## src/sv/dtit_pkg.sv

```systemverilog
package dtit_pkg;

	localparam int MAX_LEAVES = 1024;
	localparam int CNT_W      = $clog2(MAX_LEAVES) + 1;
	localparam int POS_W      = $clog2(MAX_LEAVES);

	localparam logic [1:0] MODE_LOAD  = 2'd0;
	localparam logic [1:0] MODE_MERGE = 2'd1;
	localparam logic [1:0] MODE_CLEAR = 2'd2;

	typedef struct packed {
		logic accept;
		logic commit;
	} dp_cmd_t;

	typedef struct packed {
		logic has_result;
	} dp_stat_t;

	// magnitude of a two's complement child reference
	function automatic logic [CNT_W-1:0] child_mag(input logic [CNT_W-1:0] c);
		child_mag = c[CNT_W-1] ? (~c + CNT_W'(1)) : c;
	endfunction

endpackage

```

## src/sv/dtit_ctrl.sv

```systemverilog
module dtit_ctrl (
	input  logic              clk,
	input  logic              arst_n,
	input  logic              in_valid,
	output logic              in_ready,
	output logic              out_valid,
	input  logic              out_ready,
	output dtit_pkg::dp_cmd_t cmd,
	input  dtit_pkg::dp_stat_t stat
);
	import dtit_pkg::*;

	localparam logic ST_IDLE = 1'b0;
	localparam logic ST_EXEC = 1'b1;

	logic state_q;
	logic out_valid_q;
	logic stall;

	assign in_ready   = (state_q == ST_IDLE);
	assign cmd.accept = in_valid && in_ready;
	// hold in EXEC while the previous result word still sits unread
	assign stall      = stat.has_result && out_valid_q && !out_ready;
	assign cmd.commit = (state_q == ST_EXEC) && !stall;
	assign out_valid  = out_valid_q;

	always_ff @(posedge clk or negedge arst_n) begin
		if (!arst_n) begin
			state_q     <= ST_IDLE;
			out_valid_q <= 1'b0;
		end else begin
			case (state_q)
				ST_IDLE: begin
					if (cmd.accept)
						state_q <= ST_EXEC;
				end
				ST_EXEC: begin
					if (cmd.commit)
						state_q <= ST_IDLE;
				end
				default: state_q <= ST_IDLE;
			endcase
			if (cmd.commit && stat.has_result)
				out_valid_q <= 1'b1;
			else if (out_ready)
				out_valid_q <= 1'b0;
		end
	end

endmodule

```

## config.mk

```make
export PLATFORM = sky130hd
export DESIGN_NAME = dtit_ctrl
export DESIGN_NICKNAME = d
export VERILOG_FILES = /design/src/sv/dtit_pkg.sv /design/src/sv/dtit_ctrl.sv
export SDC_FILE = /design/constraint.sdc
export NUM_CORES = 1
export LEC_CHECK = 0
export ABC_AREA = 1
export BUFFER_PORTS_ARGS = -buffer_cell sky130_fd_sc_hd__buf_4
export CAP_MARGIN = 20
export CORE_AREA = 2 2 39 41
export DETAILED_ROUTE_END_ITERATION = 8
export DIE_AREA = 0 0 41 43
export GPL_TIMING_DRIVEN = 1
export SETUP_SLACK_MARGIN = 0.2
export SYNTH_ARGS = -nofsm -noshare
export SYNTH_HDL_FRONTEND = slang
export SYNTH_SLANG_ARGS = --single-unit
```

## constraint.sdc

```tcl
create_clock -name clk -period 0.9 [get_ports clk]
set_input_delay 0 -clock clk [delete_from_list [all_inputs] [get_ports clk]]
set_output_delay 0 -clock clk [all_outputs]
set_load 0.02 [all_outputs]
```

# Yosys cells after proc, flatten, opt, wreduce, memory -nomap -nowiden

Index checks and enable logic that the tools add are counted.

Logic and storage cells: 16
Output and inout bits: 4
Input port bits: 5
Bits in registers: 2

Bitwise operators: 1
Mux-type cells: 5
Reduce and logical (&&, ||, !) cells: 8

Operators with widths:

| kind              | number |
|---|---|
| $logic_and 1x1->1 | 5 |
| $mux 1            | 4 |
| $logic_not 1->1   | 2 |
| $pmux 1 s2        | 1 |
| $reduce_bool 2->1 | 1 |
| $not 1->1         | 1 |

# Depth between registers and ports, before layout

Gate-level depths: netlist of run 1.

Word-level depth: 6
Depth in mapped cells: 3
Mapped depth without buffers: 3

# Worst setup path before layout of run 1

No wires, ideal clock.

Kind: flip-flop to output port
Start: reg out_valid_q (netlist: out_valid)
End: out cmd[0] (netlist name)
Slack: 0.122 ns
Stages on the path, launching flop included: 4
Path buffers: 0
Data required time: 0.900 ns
Arrival: 0.778 ns
Cells stage by stage: dfrtp_1 > nand2_1 > nor2_2 > nor2_2

RTL lines:

| what                   | RTL line        | RTL |
|---|---|---|
| from (decl)            | dtit_ctrl.sv:17 | `logic out_valid_q;` |
| from (signal assigned) | dtit_ctrl.sv:30 | `out_valid_q <= 1'b0;` |
| from (signal assigned) | dtit_ctrl.sv:44 | `out_valid_q <= 1'b1;` |
| from (signal assigned) | dtit_ctrl.sv:46 | `out_valid_q <= 1'b0;` |
| to (decl)              | dtit_ctrl.sv:8  | `output dtit_pkg::dp_cmd_t cmd,` |

==> qor.yml, run 1 <==
gp_congestion: 0.506
design_area_um2: 262
arrival_ns: 0.94
drt_pass1_iterations: 2
grt_max_degree: 4
violations: "hold timing, setup timing"
path_class: "reg -> out"
h-tree-depth: 1
layout-drive-gt1-share: 0.679
clk_pin_slew_ns: 0.04
setup_viol: 3
via_count: 139
viasPerCell: 3.16
relSlewSlack: 0.899
rrSetupSlack_ns: 0.10
powerDensity_mw_per_mm2: 1780
syn_inst: 14
numCtsBuffers: 3
cts_tree: "done"
setup_ws_ns: -0.0386
cts_root_buffer: "clkbuf_4"
seq_area_frac_synth: 0.476
hold_path_end: "out_valid$_DFFE_PN0P_"
worstHoldStart: "stat"
diodes: 0
finalCritPeriodShare: 1.04
cp-end-kind: "output port"
clock-sinks: 2
crit_buf_inv: 1
p_leak_nw: 0.132
maxCapViolations: 0
critPathSlowestCell: "dfrtp_2"
skew_ns: 0.0135
final_nets: 34
grt_usage: 0.0522
finalCriticalPeriod_ns: 0.939
worstRegToRegCells: 3
drt_wl_total_um: 282
whs_ns: -0.00406
r2r_start: "out_valid$_DFFE_PN0P_"
startpoint_type: "flop"
yosys_register_bits: 2
path_delay_family: "flip-flops"
r2r-end: "state_q$_DFF_PN0_"
antenna_found_initial: 0
clk_path_buf_depth: 2
slew_viol_final: 0
critical_path_peak_fanout: 2
grt_pass1_vias: 132
rows: 14
status: "complete, but fails checks"
hold_class: "in -> reg"
ioPinCount: 9
route.detailed.drc: 0
dieArea_mm2: 0.00176
ys_warn_count: 0
drt_iter0_markers: 3
hpwl_um: 202
crit_path_frequent_cell: "nor2_4"
power.total_uw: 467
final_hold_viol_count: 1
clk_latency_ns: 0.24
grt_pass1_wl_um: 476
slowest_delay_ns: 0.40
syn_area_per_cell_um2: 7.51
io_buffers: 8
placed_cell_area_um2: 194
core_area_mm2: 0.00138
die_h_um: 43
grt_overflow: 0
holdPathStages: 3
layout-area-overhead-vs-synth_pct: 149
timing.fmax_ghz: 1.07
worst_pin_slew_ns: 0.151
rsz0062_at_grt: "true"
ant_nets: 0
ys_types: 7
die_w_um: 41
required_ns: 0.90
irDropWorstVdd_mv: 0.328
avgRoutedWirePerCell_um: 6.41
initial_core_util: 0.0759
syn_nets: 19
syn-cell-area_um2: 105
cp_cell_sequence: "nand2_2 -> nor2_4 -> nor2_4 -> buf_6"
Yosys cell counts (all sizes together):
master / instances / area share
inv: 3 / 0.11
dfrtp: 2 / 0.48
nand2: 6 / 0.24
nor2: 2 / 0.12
nand4: 1 / 0.060
repair_timing:
action                                  CTS  global route
cloned                                    0             0
endpoints found under the hold margin     3             0
buffers inserted                          1             0
pin swaps                                 1             0
gates resized for setup                   5             1
endpoints found under the setup margin    4             6
hold buffers                              1             0
flip-flops by register name, summed over array words and instances, names as in the netlist:
register / flops
state_q: 1
out_valid: 1
metrics by stage:
stage,setup TNS (ns),utilization,instances,setup slack [ns]
after global routing,-0.182,0.189,44,-0.0737
after floorplan,0,-,14,0.199
after CTS,-0.0919,0.185,44,-0.0484
after global placement,0,0.140,38,0.171
final,-0.0598,0.189,44,-0.0386
after detailed placement,0,0.140,38,0.169
cell type report:
class / instances / area [µm²]
repair buffers: 10 / 88.8
fillers: 152 / 1120
inverters: 3 / 13.8
well taps: 16 / 20.0
flip-flops and latches: 2 / 51.3
multi-input cells: 9 / 61.3
clock buffers: 4 / 26.3
worst max-delay path by stage:
stage | from | endpoint | slack, ns | cells after the start
global placement | out_valid$_DFFE_PN0P_ | cmd[0] | 0.17 | 4
finish | out_valid$_DFFE_PN0P_ | cmd[0] | -0.04 | 4
global route | out_valid$_DFFE_PN0P_ | cmd[0] | -0.07 | 4
CTS | out_valid$_DFFE_PN0P_ | cmd[0] | -0.05 | 4
floorplan | out_valid$_DFFE_PN0P_ | cmd[0] | 0.20 | 3
detailed placement | out_valid$_DFFE_PN0P_ | cmd[0] | 0.17 | 4
per-layer routing:
| layer | track usage | routed length (µm) |
|---|---|---|
| met1 | 0.0353 | 95 |
| met2 | 0.0531 | 139 |
| met3 | 0.0942 | 47 |
| met4 | 0.0400 | 0 |
| met5 | 0 | 0 |
cell usage in the layout (no fill, tap or decap):
cell,instances
buf_4,6
nand2_1,4
clkbuf_4,3
buf_6,3
nor2_4,2
inv_4,1
nand2_2,1
nand2_4,1
inv_2,1
inv_1,1
nand4_1,1
clkbuf_1,1
dlygate4sd3_1,1
dfrtp_2,1
dfrtp_1,1
where the power goes:
part / internal, mW / leakage (nW) / switching (mW)
logic: 0.0650 / 0.0927 / 0.0614
clock network: 0.165 / 0.0150 / 0.0656
registers: 0.101 / 0.0238 / 0.00877
tightest hold or removal path, stage by stage:
cell and delay (ns):
buf_4 0.10, nand2_1 0.05, nand2_1 0.05
cells by family (layout without fill, tap and decap cells):
family / Yosys count / after routing / synth area share
buffers and inverters: 3 / 17 / 0.107
flip-flops: 2 / 2 / 0.476
AND/OR/NAND/NOR: 9 / 9 / 0.417
(Power assumes the default switching activity.)
==> inputs of run 2 (changes only) <==
- BUFFER_PORTS_ARGS: -buffer_cell sky130_fd_sc_hd__buf_4 -> -buffer_cell sky130_fd_sc_hd__buf_2
==> qor.yml, run 2 (synthesis results as in run 1) <==
status: "complete, but fails checks"
violations: "setup timing"
grt_max_degree: 4
startpoint_type: "flop"
diodes: 0
fin_cells: 44
core_area_mm2: 0.00138
dieArea_mm2: 0.00176
hold_class: "in -> reg"
r2r-end: "state_q$_DFF_PN0_"
initial_core_util: 0.0759
finalCriticalPeriod_ns: 0.951
clk_latency_ns: 0.23
layout-drive-gt1-share: 0.679
arrival_ns: 0.95
worstHoldStart: "in_valid"
p_int_uw: 322
final_common_cell: "buf_2"
io_buffers: 8
drt_pass1_iterations: 4
path_class: "reg -> out"
die_h_um: 43
ant_nets: 0
critical_path_peak_fanout: 2
cts_root_buffer: "clkbuf_4"
power.total_uw: 455
grt_usage: 0.0612
use_met2: 0.0813
skew_ns: 0.0142
clock_power_share: 0.502
grt_pass1_wl_um: 565
pwr-share-comb: 0.258
met1_usage: 0.0354
clk_pin_slew_ns: 0.04
cts_tree: "done"
p_switching_uw: 133
rsz0062_at_grt: "true"
relSlewSlack: 0.899
rrSetupSlack_ns: 0.10
setup_viol: 3
grt_pass1_vias: 128
antenna_found_initial: 0
switching_share: 0.292
r2r_start: "out_valid$_DFFE_PN0P_"
maxCapViolations: 0
ioPinCount: 9
worstRegToRegCells: 3
worstSetupStartpoint: "out_valid$_DFFE_PN0P_"
dp.cells: 38
gr-usage-met3: 0.0785
grt_overflow: 0
cp-end-kind: "output port"
powerDensity_mw_per_mm2: 1870
required_ns: 0.90
finalCritPeriodShare: 1.06
worst_pin_slew_ns: 0.152
seqPwrFrac: 0.240
clk_path_buf_depth: 2
worstSetupEndpoint: "cmd[0]"
drt_wl_total_um: 342
final_cell_mix: "buf_2 (5), nand2_1 (4), clkbuf_4 (3), buf_6 (3)"
viasPerCell: 3.16
clock-sinks: 2
gp_congestion: 0.524
irDropWorstVdd_mv: 0.315
busiest_layer: "met2"
drt_iter0_markers: 1
route.detailed.drc: 0
die_w_um: 41
via_count: 139
final_hold_viol_count: 0
layout-area-overhead-vs-synth_pct: 132
final_nets: 34
h-tree-depth: 1
numCtsBuffers: 3
slew_viol_final: 0
avgRoutedWirePerCell_um: 7.77
tns_ns: -0.0680
timing.fmax_ghz: 1.05
setup_ws_ns: -0.0505
p_leak_nw: 0.123
rows: 14
## run 2: cell types whose count changed in the layout (fill, tap and decap cells not counted)
cell	delta
nand2_2	+1
buf_4	-5
nand2_4	-1
buf_2	+5
## run 2: worst min-delay path by stage
stage / end / slack (ns) / cells past startpoint
after floorplan: out_valid$_DFFE_PN0P_ / -0.30 / 0
after global placement: state_q$_DFF_PN0_ / -0.21 / 1
after detailed placement: state_q$_DFF_PN0_ / -0.21 / 1
after CTS: state_q$_DFF_PN0_ / 0.01 / 3
after global routing: state_q$_DFF_PN0_ / 0.03 / 3
final: state_q$_DFF_PN0_ / 0.01 / 3
## run 2: cell type report
class	count	area [µm²]
clock buffer	4	26.3
fill	160	1140
inverter	3	13.8
multi-input combinational	9	56.3
sequential	2	51.3
tap	16	20.0
timing repair buffer	10	76.3
## run 2: power by group through the flow
stage / logic [mW] / registers [mW] / clock network [mW]
final: 0.118 / 0.109 / 0.228
after global routing: 0.129 / 0.110 / 0.252
after CTS: 0.118 / 0.109 / 0.240
after detailed placement: 0.0816 / 0.112 / 0
after global placement: 0.0807 / 0.111 / 0
after floorplan: 0.0444 / 0.117 / 0
## run 2: what timing repair did
item | CTS | global route
hold endpoints to repair | 2 | 0
gates resized for setup | 8 | 0
setup endpoints to repair | 4 | 6
pin swaps | 1 | 0
buffers inserted | 1 | 0
gates cloned | 0 | 0
hold buffers | 1 | 0
## run 2: worst max-delay path: stages (launching register included)
cell,delay [ns]
dfrtp_2,0.40
nand2_2,0.08
nor2_4,0.05
nor2_4,0.07
buf_6,0.11
## run 2: layer usage
metal,share of wire,wire (µm)
met5,0,0
met4,0.018,6
met3,0.13,43
met2,0.54,184
met1,0.32,108
## run 2: stage by stage
| stage | cell area [µm²] | worst slack (ns) | utilization | hold slack [ns] |
|---|---|---|---|---|
| final | 244 | -0.0505 | 0.176 | 0.0112 |
| after global routing | 244 | -0.0908 | 0.176 | 0.0285 |
| after CTS | 244 | -0.0460 | 0.176 | 0.00955 |
| after detailed placement | 174 | 0.167 | 0.126 | -0.212 |
| after global placement | 174 | 0.167 | 0.126 | -0.212 |
| after floorplan | 114 | 0.199 | - | -0.296 |
